**config.mk**
```make
export PLATFORM = sky130hd
export DESIGN_NAME = kmc_ctrl
export DESIGN_NICKNAME = d
export VERILOG_FILES = /design/src/rtl/kmc_pkg.sv /design/src/rtl/kmc_ctrl.sv
export SDC_FILE = /design/constraint.sdc
export NUM_CORES = 1
export LEC_CHECK = 0
export BUFFER_PORTS_ARGS = -buffer_cell sky130_fd_sc_hd__buf_2
export CORE_MARGIN = 8
export CORE_UTILIZATION = 40
export CTS_CLUSTER_SIZE = 14
export DETAILED_ROUTE_END_ITERATION = 7
export PLACE_DENSITY_LB_ADDON = 0.1
export SLEW_MARGIN = 10
export SYNTH_ARGS = -nofsm -noshare
export SYNTH_HDL_FRONTEND = slang
export SYNTH_SLANG_ARGS = --single-unit
```
**constraint.sdc**
```tcl
create_clock -name clock -period 5 [get_ports clock]
set_input_delay 0.25 -clock clock [delete_from_list [all_inputs] [get_ports clock]]
set_output_delay 0.25 -clock clock [all_outputs]
set_load 0.02 [all_outputs]
```
**src/rtl/kmc_pkg.sv**
```systemverilog
// kmc_pkg: shared types, field widths and codes of the 2-D k-means core.
// No dependencies; every other file but kmc_div refers to it by scoped names.
`timescale 1ns / 1ps

package kmc_pkg;

   localparam int COORD_W = 16;
   localparam int IDX_W   = 8;
   localparam int CID_W   = 3;
   localparam int MC_W    = 9;
   localparam int ST_W    = 2;
   localparam int NK_W    = 4;
   localparam int RND_W   = 8;
   localparam int CSR_W   = 8;
   localparam int CSR_IDX_W = 1;
   localparam int KMAX    = 8;
   localparam int K_W     = 3;
   localparam int DIST_W  = 2 * COORD_W + 1;

   localparam logic [1:0] REQ_LOAD      = 2'd0;
   localparam logic [1:0] REQ_RUN       = 2'd1;
   localparam logic [1:0] REQ_READ_PT   = 2'd2;
   localparam logic [1:0] REQ_READ_CENT = 2'd3;

   localparam logic [ST_W-1:0] ST_OK   = 2'd0;
   localparam logic [ST_W-1:0] ST_FULL = 2'd1;
   localparam logic [ST_W-1:0] ST_BAD  = 2'd2;

   localparam logic [CSR_IDX_W-1:0] CSR_NUM_CLUSTERS = 1'b0;
   localparam logic [CSR_IDX_W-1:0] CSR_ROUND_COUNT  = 1'b1;

   localparam logic [NK_W-1:0]  NK_RESET  = 4'd3;
   localparam logic [RND_W-1:0] RND_RESET = 8'd10;

   // response payload sources
   localparam logic [2:0] SRC_LOAD    = 3'd0;
   localparam logic [2:0] SRC_RUN_ERR = 3'd1;
   localparam logic [2:0] SRC_OK      = 3'd2;
   localparam logic [2:0] SRC_CENT    = 3'd3;
   localparam logic [2:0] SRC_PT      = 3'd4;

   typedef struct packed {
      logic [COORD_W-1:0] x;
      logic [COORD_W-1:0] y;
      logic [CID_W-1:0]   label;
   } point_type;

   typedef struct packed {
      logic           load;
      logic           pt_rd;
      logic           rsp_ld;
      logic [2:0]     rsp_src;
      logic           round_clr;
      logic           run_rd;
      logic           dist_en;
      logic           acc;
      logic           div_start;
      logic           div_wr;
      logic [K_W-1:0] k;
   } cmd_type;

   typedef struct packed {
      logic             run_err;
      logic             last_k;
      logic             last_point;
      logic [RND_W-1:0] rounds;
      logic             div_done;
   } stat_type;

endpackage

```
**src/rtl/kmc_ctrl.sv**
```systemverilog
// kmc_ctrl: sequencer for loads, reads and clustering rounds; owns the
// response valid flag. Depends on kmc_pkg.
`timescale 1ns / 1ps

module kmc_ctrl #(
   parameter int MAX_POINTS = 256
) (
   input  logic                          clock,
   input  logic                          reset,
   input  logic                          req_valid,
   output logic                          req_ready,
   input  logic [1:0]                    req_type,
   output logic                          rsp_valid,
   input  logic                          rsp_ready,
   input  kmc_pkg::stat_type             st,
   output kmc_pkg::cmd_type              cmd,
   output logic [$clog2(MAX_POINTS)-1:0] pidx
);
   localparam int PIDX_W = $clog2(MAX_POINTS);

   localparam logic [2:0] S_IDLE = 3'd0;
   localparam logic [2:0] S_PTRD = 3'd1;
   localparam logic [2:0] S_RD   = 3'd2;
   localparam logic [2:0] S_DIST = 3'd3;
   localparam logic [2:0] S_FOLD = 3'd4;
   localparam logic [2:0] S_ACC  = 3'd5;
   localparam logic [2:0] S_DIVS = 3'd6;
   localparam logic [2:0] S_DIVW = 3'd7;

   logic [2:0]                 state_ff, state_in;
   logic [PIDX_W-1:0]          pidx_ff, pidx_in;
   logic [kmc_pkg::K_W-1:0]    k_ff, k_in;
   logic [kmc_pkg::RND_W-1:0]  rnd_ff, rnd_in;
   logic                       rv_ff, rv_in;
   logic                       accept;

   assign req_ready = (state_ff == S_IDLE) && (!rv_ff || rsp_ready);
   assign accept    = req_valid && req_ready;
   assign rsp_valid = rv_ff;
   assign pidx      = pidx_ff;

   always_comb begin
      state_in = state_ff;
      pidx_in  = pidx_ff;
      k_in     = k_ff;
      rnd_in   = rnd_ff;
      cmd      = '0;
      cmd.k    = k_ff;
      unique case (state_ff)
         S_IDLE: begin
            if (accept) begin
               unique case (req_type)
                  kmc_pkg::REQ_LOAD: begin
                     cmd.load    = 1'b1;
                     cmd.rsp_ld  = 1'b1;
                     cmd.rsp_src = kmc_pkg::SRC_LOAD;
                  end
                  kmc_pkg::REQ_RUN: begin
                     if (st.run_err) begin
                        cmd.rsp_ld  = 1'b1;
                        cmd.rsp_src = kmc_pkg::SRC_RUN_ERR;
                     end else if (st.rounds == '0) begin
                        cmd.rsp_ld  = 1'b1;
                        cmd.rsp_src = kmc_pkg::SRC_OK;
                     end else begin
                        cmd.round_clr = 1'b1;
                        pidx_in  = '0;
                        rnd_in   = '0;
                        state_in = S_RD;
                     end
                  end
                  kmc_pkg::REQ_READ_PT: begin
                     cmd.pt_rd = 1'b1;
                     state_in  = S_PTRD;
                  end
                  kmc_pkg::REQ_READ_CENT: begin
                     cmd.rsp_ld  = 1'b1;
                     cmd.rsp_src = kmc_pkg::SRC_CENT;
                  end
                  default: ;
               endcase
            end
         end
         S_PTRD: begin
            cmd.rsp_ld  = 1'b1;
            cmd.rsp_src = kmc_pkg::SRC_PT;
            state_in    = S_IDLE;
         end
         S_RD: begin
            cmd.run_rd = 1'b1;
            k_in       = '0;
            state_in   = S_DIST;
         end
         S_DIST: begin
            cmd.dist_en = 1'b1;
            if (st.last_k) state_in = S_FOLD;
            else           k_in = k_ff + 1'b1;
         end
         S_FOLD: state_in = S_ACC;
         S_ACC: begin
            cmd.acc = 1'b1;
            if (st.last_point) begin
               k_in     = '0;
               state_in = S_DIVS;
            end else begin
               pidx_in  = pidx_ff + 1'b1;
               state_in = S_RD;
            end
         end
         S_DIVS: begin
            cmd.div_start = 1'b1;
            state_in      = S_DIVW;
         end
         S_DIVW: begin
            if (st.div_done) begin
               cmd.div_wr = 1'b1;
               if (!st.last_k) begin
                  k_in     = k_ff + 1'b1;
                  state_in = S_DIVS;
               end else if (rnd_ff == st.rounds - 1'b1) begin
                  cmd.rsp_ld  = 1'b1;
                  cmd.rsp_src = kmc_pkg::SRC_OK;
                  state_in    = S_IDLE;
               end else begin
                  cmd.round_clr = 1'b1;
                  rnd_in   = rnd_ff + 1'b1;
                  pidx_in  = '0;
                  state_in = S_RD;
               end
            end
         end
         default: state_in = S_IDLE;
      endcase
      rv_in = cmd.rsp_ld ? 1'b1 : (rsp_ready ? 1'b0 : rv_ff);
   end

   always_ff @(posedge clock) begin
      if (reset) begin
         state_ff <= S_IDLE;
         pidx_ff  <= '0;
         k_ff     <= '0;
         rnd_ff   <= '0;
         rv_ff    <= 1'b0;
      end else begin
         state_ff <= state_in;
         pidx_ff  <= pidx_in;
         k_ff     <= k_in;
         rnd_ff   <= rnd_in;
         rv_ff    <= rv_in;
      end
   end
endmodule

```
==> impl_metrics.xml, run 1 <==
<?xml version="1.0" encoding="UTF-8"?>
<metrics>
  <group name="drt">
    <metric name="drc" unit="">0</metric>
    <metric name="wl" unit="mm">3.865</metric>
    <metric name="wl_met1" unit="mm">1.907</metric>
    <metric name="drtAntennaViolNets" unit="">0</metric>
    <metric name="drt_iter0_markers" unit="">111</metric>
    <metric name="post_drt_wl_per_cell" unit="um">12.93</metric>
    <metric name="dr_top_layer" unit="">met4</metric>
    <metric name="drt_first_pass_iters" unit="">4</metric>
    <metric name="met2_length" unit="mm">1.644</metric>
    <metric name="vias" unit="">1575</metric>
    <metric name="met3_routed_wirelength" unit="um">295</metric>
    <metric name="viasPerCell" unit="">5.268</metric>
  </group>
  <group name="global_route">
    <metric name="grt.total_usage" unit="%">11.98</metric>
    <metric name="first_global_vias" unit="">1370</metric>
    <metric name="grt_overflow" unit="">0</metric>
    <metric name="grt_start_max_net_pins" unit="">19</metric>
    <metric name="wire_length_of_the_first_global_routing_pass" unit="mm">6.389</metric>
    <metric name="initial_antenna_violation_count" unit="">0</metric>
  </group>
  <group name="synth">
    <metric name="netlist-cell-type-count" unit="">46</metric>
    <metric name="post-synth-top-count-cell" unit="">sky130_fd_sc_hd__nor2_1</metric>
    <metric name="post_synth.cell_area_avg" unit="um2">7.542</metric>
    <metric name="synth_seq_cells" unit="">23</metric>
    <metric name="portion_of_the_post_synthesis_area_used_by_sequential_elements" unit="%">28.53</metric>
    <metric name="netlist_top_cells_count" unit="">sky130_fd_sc_hd__nor2_1, sky130_fd_sc_hd__nand2_1, sky130_fd_sc_hd__dfxtp_1</metric>
    <metric name="async_flop_share" unit="%">0</metric>
    <metric name="syn_nets" unit="">236</metric>
    <metric name="netlist_top_cells_area" unit="">sky130_fd_sc_hd__dfxtp_1, sky130_fd_sc_hd__nor2_1, sky130_fd_sc_hd__nand2_1</metric>
    <metric name="netlist.top_cell.by_area" unit="">sky130_fd_sc_hd__dfxtp_1</metric>
    <metric name="synth-warning-count" unit="">0</metric>
    <metric name="netlist_area" unit="mm2">0.001614</metric>
    <metric name="synth_top_area_share" unit="%">28.53</metric>
    <metric name="synthesis.instances" unit="">214</metric>
    <metric name="synth_edf_count" unit="">0</metric>
    <metric name="synth_ff_type" unit="">sky130_fd_sc_hd__dfxtp_1</metric>
  </group>
  <group name="worst_setup_path">
    <metric name="top_fanout_value_on_the_critical_path" unit="">14</metric>
    <metric name="timing.critical_path.buf_inv" unit="">2</metric>
    <metric name="worstSetupStartpoint" unit="">st[1]</metric>
    <metric name="slowest_stage_cell_cp" unit="">sky130_fd_sc_hd__or4_4</metric>
    <metric name="cpMostUsedCell" unit="">sky130_fd_sc_hd__buf_2</metric>
    <metric name="r2r-start" unit="">rnd_ff[5]$_SDFFE_PP0P_</metric>
    <metric name="cpLargestDelayFamily" unit="">simple AND/OR/NAND/NOR gates</metric>
    <metric name="startpoint_type_of_the_worst_setup_path" unit="">input pin</metric>
    <metric name="cp.arrival" unit="ns">2.68</metric>
    <metric name="cp_slowest_stage_delay" unit="ns">0.57</metric>
    <metric name="kind_of_end_point_of_the_critical_path" unit="">output port</metric>
    <metric name="timing.setup.critical_path_class" unit="">in2out</metric>
    <metric name="worst-endpoint-required" unit="ns">4.75</metric>
    <metric name="path_cells" unit="">buf_2 -&gt; or4_4 -&gt; or4_1 -&gt; xnor2_1 -&gt; a2111o_2 -&gt; o21ai_2 -&gt; nand2_1 -&gt; buf_2</metric>
  </group>
  <group name="sta">
    <metric name="clock_skew" unit="ns">0.007879</metric>
    <metric name="period_share" unit="%">58.53</metric>
    <metric name="tns" unit="ns">0</metric>
    <metric name="finalSetupViolCount" unit="">0</metric>
    <metric name="setup_repair_after_global_routing_missed_its_margin" unit="">no</metric>
    <metric name="period_minus_slack" unit="ns">2.926</metric>
    <metric name="postLayoutSetupSlackWorst" unit="ns">2.074</metric>
    <metric name="slew_viol_final" unit="">0</metric>
    <metric name="hold_violations" unit="">0</metric>
    <metric name="fmax" unit="MHz">341.7</metric>
    <metric name="relSlewSlack" unit="%">54.52</metric>
    <metric name="timing_worst_slew_pin_value" unit="ns">0.6798</metric>
  </group>
  <group name="final_layout">
    <metric name="layout-drive-gt1-share" unit="%">21.29</metric>
    <metric name="area.growth.synth_to_final" unit="%">15.74</metric>
    <metric name="antenna_cells_inserted" unit="">0</metric>
    <metric name="final_nets" unit="">272</metric>
    <metric name="design_area" unit="mm2">0.001868</metric>
    <metric name="finalCoreUtilization" unit="%">47.38</metric>
  </group>
  <group name="cts">
    <metric name="cts.hold.buffers_added" unit="">0</metric>
    <metric name="clock_tree.htree_level_count" unit="">1</metric>
    <metric name="tritoncts" unit="">built</metric>
    <metric name="clockBufferDepth" unit="">2</metric>
    <metric name="clk_transition_reported_paths" unit="ns">0.08</metric>
    <metric name="resize_count_post_cts" unit="">0</metric>
    <metric name="numClockSinks" unit="">23</metric>
    <metric name="tritoncts.num_buffers" unit="">3</metric>
    <metric name="post-cts-setup-buffers" unit="">0</metric>
    <metric name="ctsRootBufferMaster" unit="">sky130_fd_sc_hd__clkbuf_8</metric>
    <metric name="clk_latency" unit="ns">0.26</metric>
  </group>
  <group name="place">
    <metric name="post_detail_place_hpwl" unit="mm">2.967</metric>
    <metric name="placement.setup.worst_slack" unit="ns">1.933</metric>
    <metric name="detailed_place.area" unit="mm2">0.001823</metric>
    <metric name="portBuffers" unit="">42</metric>
    <metric name="gp_congestion" unit="">0.7611</metric>
  </group>
  <group name="power">
    <metric name="cellPowerDensity" unit="mW/mm2">215.1</metric>
    <metric name="max-vdd-ir-drop" unit="mV">0.1049</metric>
    <metric name="post-layout-total-power" unit="W">0.0004018</metric>
    <metric name="power_leakage" unit="nW">0.8120</metric>
  </group>
  <group name="floorplanning">
    <metric name="core" unit="mm2">0.003943</metric>
    <metric name="dieWidth" unit="um">79.52</metric>
    <metric name="io-pin-count" unit="">43</metric>
    <metric name="core.rowCount" unit="">23</metric>
    <metric name="die_area" unit="mm2">0.006323</metric>
    <metric name="die_h" unit="um">79.52</metric>
    <metric name="floorplan.initialDensity" unit="%">40.94</metric>
  </group>
  <group name="flow_run">
    <metric name="cap_violations" unit="">0</metric>
  </group>
  <group name="status">
    <metric name="run_status" unit="">complete, no violations</metric>
  </group>
  <group name="worst_hold_path">
    <metric name="holdCritStartpoint" unit="">reset</metric>
    <metric name="worst_hold_path_type" unit="">in2reg</metric>
  </group>
</metrics>
## logic make-up after synthesis
family                   after synthesis  share of synthesized area, %
AND/OR/NAND/NOR                      103                         32.48
AO/OA/AOI/OAI                         53                         22.40
flip-flops                            23                         28.53
buffers and inverters                 16                         5.116
XOR/XNOR                              12                         6.512
adder cells (fa/ha/maj)                4                         3.101
multiplexers                           3                         1.861
## final timing paths
check	slack, ns	cells after the start	to
max reg2reg	2.52	6	pidx[5]$_SDFFE_PP0P_
max	2.07	8	cmd[8]
min reg2reg	0.47	2	k_ff[1]$_SDFFE_PP0P_
min	0.29	2	k_ff[1]$_SDFFE_PP0P_
## layer usage
layer  up-vias  global-route usage (%)
met5         -                       0
met4         0                   3.148
met3         2                   3.491
met2        43                   17.36
li1        850                       -
met1       680                   16.67
## placed cells by master, fill, tap and decap left out, drive strengths merged, types with 7 or more instances in the layout
master  instances
o21ai          10
a21oi          16
buf            42
nand2          24
xor2            9
or3            10
nor2           27
nor3            8
dfxtp          23
nand3           7
## stage by stage
step	hold slack (ns)	instances
2_1_floorplan	0.4403	214
4_1_cts	0.2896	299
3_5_place_dp	0.4681	295
3_3_place_gp	0.4635	295
6_report	0.2869	299
5_1_grt	0.3016	299
## flip-flops by register name, summed over array words and instances, names as in the netlist
| name | count |
|---|---|
| pidx | 8 |
| rnd_ff | 8 |
| k_ff | 3 |
| state_ff | 3 |
| rsp_valid | 1 |
## power by group
part           internal, W  leakage, nW  switching, W
Clock            0.0000568       0.0228     0.0000585
Sequential        0.000187        0.186    0.00000872
Combinational    0.0000351        0.604     0.0000558
Total             0.000279        0.812      0.000123
## layout make-up
type,count,area [um2]
Clock buffer,4,45.04
Fill cell,406,2074
Inverter,5,18.77
Multi-Input combinational cell,175,1071
Sequential cell,23,460.4
Tap cell,50,62.56
Timing Repair Buffer,42,210.2
(Power assumes the default switching activity.)
==> inputs of run 2 (changes only) <==
==> constraint.sdc (replaced) <==
create_clock -name clock -period 2.54 [get_ports clock]
set_input_delay 0.127 -clock clock [delete_from_list [all_inputs] [get_ports clock]]
set_output_delay 0.127 -clock clock [all_outputs]
set_load 0.02 [all_outputs]
==> impl_metrics.xml, run 2 (synthesized netlist as in run 1, its figures left out) <==
<?xml version="1.0" encoding="UTF-8"?>
<metrics>
  <group name="drt">
    <metric name="post_drt_wl_per_cell" unit="um">13.09</metric>
    <metric name="wl" unit="mm">4.111</metric>
    <metric name="drt_iter0_markers" unit="">74</metric>
    <metric name="drt_first_pass_iters" unit="">4</metric>
    <metric name="viasPerCell" unit="">5.401</metric>
    <metric name="drc" unit="">0</metric>
    <metric name="drtAntennaViolNets" unit="">0</metric>
    <metric name="vias" unit="">1696</metric>
  </group>
  <group name="cts">
    <metric name="clock_tree.htree_level_count" unit="">1</metric>
    <metric name="clk_latency" unit="ns">0.26</metric>
    <metric name="tritoncts" unit="">built</metric>
    <metric name="resize_count_post_cts" unit="">0</metric>
    <metric name="numClockSinks" unit="">23</metric>
    <metric name="ctsRootBufferMaster" unit="">sky130_fd_sc_hd__clkbuf_8</metric>
    <metric name="clk_transition_reported_paths" unit="ns">0.09</metric>
    <metric name="post-cts-setup-buffers" unit="">0</metric>
    <metric name="tritoncts.num_buffers" unit="">3</metric>
    <metric name="cts.hold.buffers_added" unit="">0</metric>
    <metric name="clockBufferDepth" unit="">2</metric>
  </group>
  <group name="sta">
    <metric name="timing_worst_slew_pin_value" unit="ns">0.4496</metric>
    <metric name="period_minus_slack" unit="ns">2.475</metric>
    <metric name="hold_violations" unit="">0</metric>
    <metric name="fmax" unit="MHz">404.1</metric>
    <metric name="clock_skew" unit="ns">0.002993</metric>
    <metric name="setup_repair_after_global_routing_missed_its_margin" unit="">no</metric>
    <metric name="finalSetupViolCount" unit="">0</metric>
    <metric name="relSlewSlack" unit="%">70.03</metric>
    <metric name="slew_viol_final" unit="">0</metric>
    <metric name="fin_worst_hold_slack" unit="ns">0.1668</metric>
    <metric name="period_share" unit="%">97.44</metric>
  </group>
  <group name="power">
    <metric name="post-layout-total-power" unit="W">0.0008186</metric>
    <metric name="max-vdd-ir-drop" unit="mV">0.3504</metric>
    <metric name="cellPowerDensity" unit="mW/mm2">413.1</metric>
    <metric name="power_leakage" unit="nW">0.8847</metric>
  </group>
  <group name="final_layout">
    <metric name="finalCoreUtilization" unit="%">50.27</metric>
    <metric name="most_frequent_cells_in_the_layout" unit="">sky130_fd_sc_hd__buf_2, sky130_fd_sc_hd__nor2_1, sky130_fd_sc_hd__nand2_1</metric>
    <metric name="layout.cells.most_common" unit="">sky130_fd_sc_hd__buf_2</metric>
    <metric name="post_layout_nonfiller_instances" unit="">314</metric>
    <metric name="antenna_cells_inserted" unit="">0</metric>
    <metric name="multi_input_comb_area" unit="mm2">0.001071</metric>
    <metric name="final_nets" unit="">287</metric>
    <metric name="final-seq-area" unit="um2">460.4</metric>
    <metric name="area.growth.synth_to_final" unit="%">22.79</metric>
    <metric name="layout-drive-gt1-share" unit="%">26.14</metric>
    <metric name="num-fill-cells" unit="">407</metric>
  </group>
  <group name="flow_run">
    <metric name="cap_violations" unit="">0</metric>
  </group>
  <group name="global_route">
    <metric name="initial_antenna_violation_count" unit="">0</metric>
    <metric name="first_global_vias" unit="">1509</metric>
    <metric name="wire_length_of_the_first_global_routing_pass" unit="mm">6.748</metric>
    <metric name="grt_start_max_net_pins" unit="">17</metric>
    <metric name="grt_overflow" unit="">0</metric>
    <metric name="grt.total_usage" unit="%">12.60</metric>
  </group>
  <group name="worst_hold_path">
    <metric name="worst_hold_path_type" unit="">in2reg</metric>
  </group>
  <group name="place">
    <metric name="post-place-cells" unit="">310</metric>
    <metric name="post_detail_place_hpwl" unit="mm">3.220</metric>
    <metric name="portBuffers" unit="">42</metric>
    <metric name="gp_congestion" unit="">0.8019</metric>
  </group>
  <group name="worst_setup_path">
    <metric name="cp.arrival" unit="ns">2.35</metric>
    <metric name="timing.setup.critical_path_class" unit="">in2out</metric>
    <metric name="kind_of_end_point_of_the_critical_path" unit="">output port</metric>
    <metric name="startpoint_type_of_the_worst_setup_path" unit="">input pin</metric>
    <metric name="worst-endpoint-required" unit="ns">2.41</metric>
    <metric name="top_fanout_value_on_the_critical_path" unit="">4</metric>
  </group>
  <group name="floorplanning">
    <metric name="die_h" unit="um">79.52</metric>
    <metric name="io-pin-count" unit="">43</metric>
    <metric name="die_area" unit="mm2">0.006323</metric>
    <metric name="dieWidth" unit="um">79.52</metric>
    <metric name="floorplan.initialDensity" unit="%">40.94</metric>
    <metric name="core.rowCount" unit="">23</metric>
    <metric name="core" unit="mm2">0.003943</metric>
  </group>
  <group name="status">
    <metric name="run_status" unit="">complete, no violations</metric>
  </group>
</metrics>
-- run 2: area by class of cell --
| cell class | instances | area share, % |
|---|---|---|
| clock buffer | 3 | 2.083 |
| clock inverter | 1 | 0.2525 |
| inverter | 5 | 0.9470 |
| multi-input combinational | 175 | 54.04 |
| sequential | 23 | 23.23 |
| tap | 50 | 3.157 |
| timing repair buffer | 57 | 16.29 |
-- run 2: routing by layer --
| metal | GRT usage, % | share of wire, % | up-vias |
|---|---|---|---|
| li1 | - | - | 884 |
| met1 | 16.78 | 49 | 770 |
| met2 | 20.21 | 45 | 40 |
| met3 | 2.590 | 5.9 | 2 |
| met4 | 2.778 | 0.56 | 0 |
| met5 | 0 | 0 | - |
-- run 2: worst max-delay path: stages --
cell and delay, ns:
sky130_fd_sc_hd__buf_2 0.11, sky130_fd_sc_hd__or4_4 0.54, sky130_fd_sc_hd__or4_1 0.43, sky130_fd_sc_hd__xnor2_1 0.16
sky130_fd_sc_hd__a2111o_2 0.40, sky130_fd_sc_hd__buf_4 0.16, sky130_fd_sc_hd__nor2_1 0.08, sky130_fd_sc_hd__nand2_1 0.11
sky130_fd_sc_hd__nand2_1 0.08, sky130_fd_sc_hd__buf_2 0.16
-- run 2: worst paths after layout --
kind | endpoint | slack (ns) | cells past startpoint | start
worst min register to register | k_ff[1]$_SDFFE_PP0P_ | 0.48 | 2 | k_ff[1]$_SDFFE_PP0P_
worst max register to register | pidx[1]$_SDFFE_PP0P_ | 0.31 | 7 | rnd_ff[5]$_SDFFE_PP0P_
worst min-delay path | k_ff[1]$_SDFFE_PP0P_ | 0.17 | 2 | reset
worst max-delay path | cmd[12] | 0.07 | 10 | st[1]
-- run 2: where the power goes --
part | total [W] | switching, W | internal, W | leakage, nW
clock network | 0.000237 | 0.000127 | 0.000110 | 0.0255
logic | 0.000205 | 0.000121 | 0.0000837 | 0.674
registers | 0.000377 | 0.00000920 | 0.000368 | 0.186
-- run 2: through the flow --
step	cell area (um2)	setup TNS, ns	setup WS [ns]
after CTS	1982	0	0.06832
after floorplan	1614	0	0.02426
after global routing	1982	0	0.009591
after detailed placement	1936	-0.06057	-0.04382
after global placement	1936	-0.01294	-0.01294
final	1982	0	0.06508
==> inputs of run 3 (changes only) <==
--- a/config.mk
+++ b/config.mk
@@ -7,7 +7,7 @@
 export LEC_CHECK = 0
 export BUFFER_PORTS_ARGS = -buffer_cell sky130_fd_sc_hd__buf_2
 export CORE_MARGIN = 8
-export CORE_UTILIZATION = 40
+export CORE_UTILIZATION = 52
 export CTS_CLUSTER_SIZE = 14
 export DETAILED_ROUTE_END_ITERATION = 7
 export PLACE_DENSITY_LB_ADDON = 0.1
==> constraint.sdc (replaced) <==
create_clock -name clock -period 2.6 [get_ports clock]
set_input_delay 0.13 -clock clock [delete_from_list [all_inputs] [get_ports clock]]
set_output_delay 0.13 -clock clock [all_outputs]
set_load 0.02 [all_outputs]
==> impl_metrics.xml, run 3 (synthesized netlist as in run 1, its figures left out) <==
<?xml version="1.0" encoding="UTF-8"?>
<metrics>
  <group name="drt">
    <metric name="drtAntennaViolNets" unit="">0</metric>
    <metric name="drt_first_pass_iters" unit="">4</metric>
    <metric name="post_drt_wl_per_cell" unit="um">12.89</metric>
    <metric name="drc" unit="">0</metric>
    <metric name="wl" unit="mm">3.789</metric>
    <metric name="vias" unit="">1666</metric>
    <metric name="drt_iter0_markers" unit="">135</metric>
    <metric name="viasPerCell" unit="">5.667</metric>
  </group>
  <group name="final_layout">
    <metric name="final_nets" unit="">284</metric>
    <metric name="post_layout_nonfiller_instances" unit="">294</metric>
    <metric name="layout-drive-gt1-share" unit="%">26.44</metric>
    <metric name="layout.cells.most_common" unit="">sky130_fd_sc_hd__buf_2</metric>
    <metric name="finalCoreUtilization" unit="%">64.58</metric>
    <metric name="num-fill-cells" unit="">297</metric>
    <metric name="area.growth.synth_to_final" unit="%">20.16</metric>
    <metric name="final-seq-area" unit="um2">460.4</metric>
    <metric name="multi_input_comb_area" unit="mm2">0.001080</metric>
    <metric name="most_frequent_cells_in_the_layout" unit="">sky130_fd_sc_hd__buf_2, sky130_fd_sc_hd__nor2_1, sky130_fd_sc_hd__dfxtp_1</metric>
    <metric name="antenna_cells_inserted" unit="">0</metric>
  </group>
  <group name="place">
    <metric name="gp_congestion" unit="">0.8560</metric>
    <metric name="post-place-cells" unit="">288</metric>
    <metric name="portBuffers" unit="">42</metric>
    <metric name="post_detail_place_hpwl" unit="mm">2.990</metric>
  </group>
  <group name="power">
    <metric name="power_leakage" unit="nW">0.8610</metric>
    <metric name="cellPowerDensity" unit="mW/mm2">379.3</metric>
    <metric name="post-layout-total-power" unit="W">0.0007356</metric>
    <metric name="max-vdd-ir-drop" unit="mV">0.4039</metric>
  </group>
  <group name="global_route">
    <metric name="wire_length_of_the_first_global_routing_pass" unit="mm">6.458</metric>
    <metric name="grt.total_usage" unit="%">14.60</metric>
    <metric name="grt_overflow" unit="">0</metric>
    <metric name="grt_start_max_net_pins" unit="">15</metric>
    <metric name="first_global_vias" unit="">1465</metric>
    <metric name="initial_antenna_violation_count" unit="">0</metric>
  </group>
  <group name="worst_setup_path">
    <metric name="worst-endpoint-required" unit="ns">2.47</metric>
    <metric name="timing.critical_path.buf_inv" unit="">3</metric>
    <metric name="reg2regPathDepth" unit="">7</metric>
    <metric name="cp.arrival" unit="ns">2.37</metric>
    <metric name="kind_of_end_point_of_the_critical_path" unit="">output port</metric>
    <metric name="crit_cells" unit="">10</metric>
    <metric name="slowest_stage_cell_cp" unit="">sky130_fd_sc_hd__or4_4</metric>
    <metric name="timing.setup.critical_path_class" unit="">in2out</metric>
    <metric name="path_cells" unit="">buf_2 -&gt; or4_4 -&gt; or4_4 -&gt; xnor2_1 -&gt; a2111o_2 -&gt; buf_4 -&gt; nor2_1 -&gt; nand2_2 -&gt; nand2_1 -&gt; buf_4</metric>
    <metric name="startpoint_type_of_the_worst_setup_path" unit="">input pin</metric>
    <metric name="top_fanout_value_on_the_critical_path" unit="">5</metric>
    <metric name="cpLargestDelayFamily" unit="">simple AND/OR/NAND/NOR gates</metric>
    <metric name="cp_slowest_stage_delay" unit="ns">0.55</metric>
  </group>
  <group name="floorplanning">
    <metric name="core.rowCount" unit="">20</metric>
    <metric name="io-pin-count" unit="">43</metric>
    <metric name="dieWidth" unit="um">71.72</metric>
    <metric name="die_h" unit="um">71.72</metric>
    <metric name="floorplan.initialDensity" unit="%">53.75</metric>
    <metric name="core" unit="mm2">0.003003</metric>
    <metric name="die_area" unit="mm2">0.005143</metric>
  </group>
  <group name="cts">
    <metric name="ctsRootBufferMaster" unit="">sky130_fd_sc_hd__clkbuf_4</metric>
    <metric name="numClockSinks" unit="">23</metric>
    <metric name="clock_tree.htree_level_count" unit="">1</metric>
    <metric name="clk_transition_reported_paths" unit="ns">0.14</metric>
    <metric name="tritoncts" unit="">built</metric>
    <metric name="clk_latency" unit="ns">0.31</metric>
    <metric name="tritoncts.num_buffers" unit="">3</metric>
    <metric name="clockBufferDepth" unit="">2</metric>
    <metric name="cts.hold.buffers_added" unit="">0</metric>
  </group>
  <group name="worst_hold_path">
    <metric name="worst_hold_path_type" unit="">in2reg</metric>
    <metric name="holdPathStages" unit="">2</metric>
  </group>
  <group name="sta">
    <metric name="timing_worst_slew_pin_value" unit="ns">0.4686</metric>
    <metric name="period_share" unit="%">96.29</metric>
    <metric name="relSlewSlack" unit="%">68.35</metric>
    <metric name="finalSetupViolCount" unit="">0</metric>
    <metric name="clock_skew" unit="ns">0.01252</metric>
    <metric name="fmax" unit="MHz">399.4</metric>
    <metric name="period_minus_slack" unit="ns">2.504</metric>
    <metric name="slew_viol_final" unit="">0</metric>
    <metric name="hold_violations" unit="">0</metric>
  </group>
  <group name="flow_run">
    <metric name="cap_violations" unit="">0</metric>
  </group>
  <group name="status">
    <metric name="run_status" unit="">complete, no violations</metric>
  </group>
</metrics>
run 3: cell types whose count changed in the layout (fill, tap and decap cells not counted), moves of 2 or more:
cell and delta:
sky130_fd_sc_hd__clkbuf_8 -3, sky130_fd_sc_hd__nand2_1 -2, sky130_fd_sc_hd__clkbuf_4 +3, sky130_fd_sc_hd__buf_4 -2, sky130_fd_sc_hd__buf_2 -2, sky130_fd_sc_hd__nand2_2 +2
run 3: routing by layer:
layer	track usage, %	share of wire (%)
met1	19.17	48
met2	23.18	44
met3	4.324	8.3
met4	2.268	0.40
met5	0	0
run 3: area by class of cell:
class                      count  area share (%)
sequential                    23           23.74
clock buffer                   3           1.161
timing repair buffer          54           15.94
tap                           33           2.129
inverter                       5          0.9677
clock inverter                 1          0.3871
multi-input combinational    175           55.68
run 3: final timing paths:
path	from	to	slack, ns
hold / removal	reset	k_ff[2]$_SDFFE_PP0P_	0.11
setup / recovery	st[3]	cmd[12]	0.1
hold reg to reg	k_ff[1]$_SDFFE_PP0P_	k_ff[1]$_SDFFE_PP0P_	0.48
setup reg to reg	rnd_ff[5]$_SDFFE_PP0P_	pidx[1]$_SDFFE_PP0P_	0.41
run 3: what timing repair did:
| item | CTS | global route |
|---|---|---|
| setup endpoints to repair | 0 | 2 |
| setup buffers | 0 | 2 |
| hold endpoints to repair | 0 | 0 |
| gates resized for setup | 0 | 6 |
run 3: power breakdown:
group          switching, W  leakage (nW)  internal [W]  total, W
registers        0.00000996         0.186      0.000360  0.000370
clock network      0.000107        0.0139     0.0000585  0.000166
logic              0.000118         0.661     0.0000820  0.000200
run 3: per-stage QoR:
| stage | hold WS [ns] | area [um2] | setup WS (ns) | TNS, ns |
|---|---|---|---|---|
| finish | 0.1104 | 1939 | 0.09635 | 0 |
| global route | 0.09041 | 1939 | -0.003990 | -0.003990 |
| CTS | 0.09862 | 1907 | 0.1189 | 0 |
| detailed placement | 0.4473 | 1877 | 0.03318 | 0 |
| global placement | 0.4410 | 1877 | 0.04577 | 0 |
| floorplan | 0.3203 | 1614 | 0.08126 | 0 |
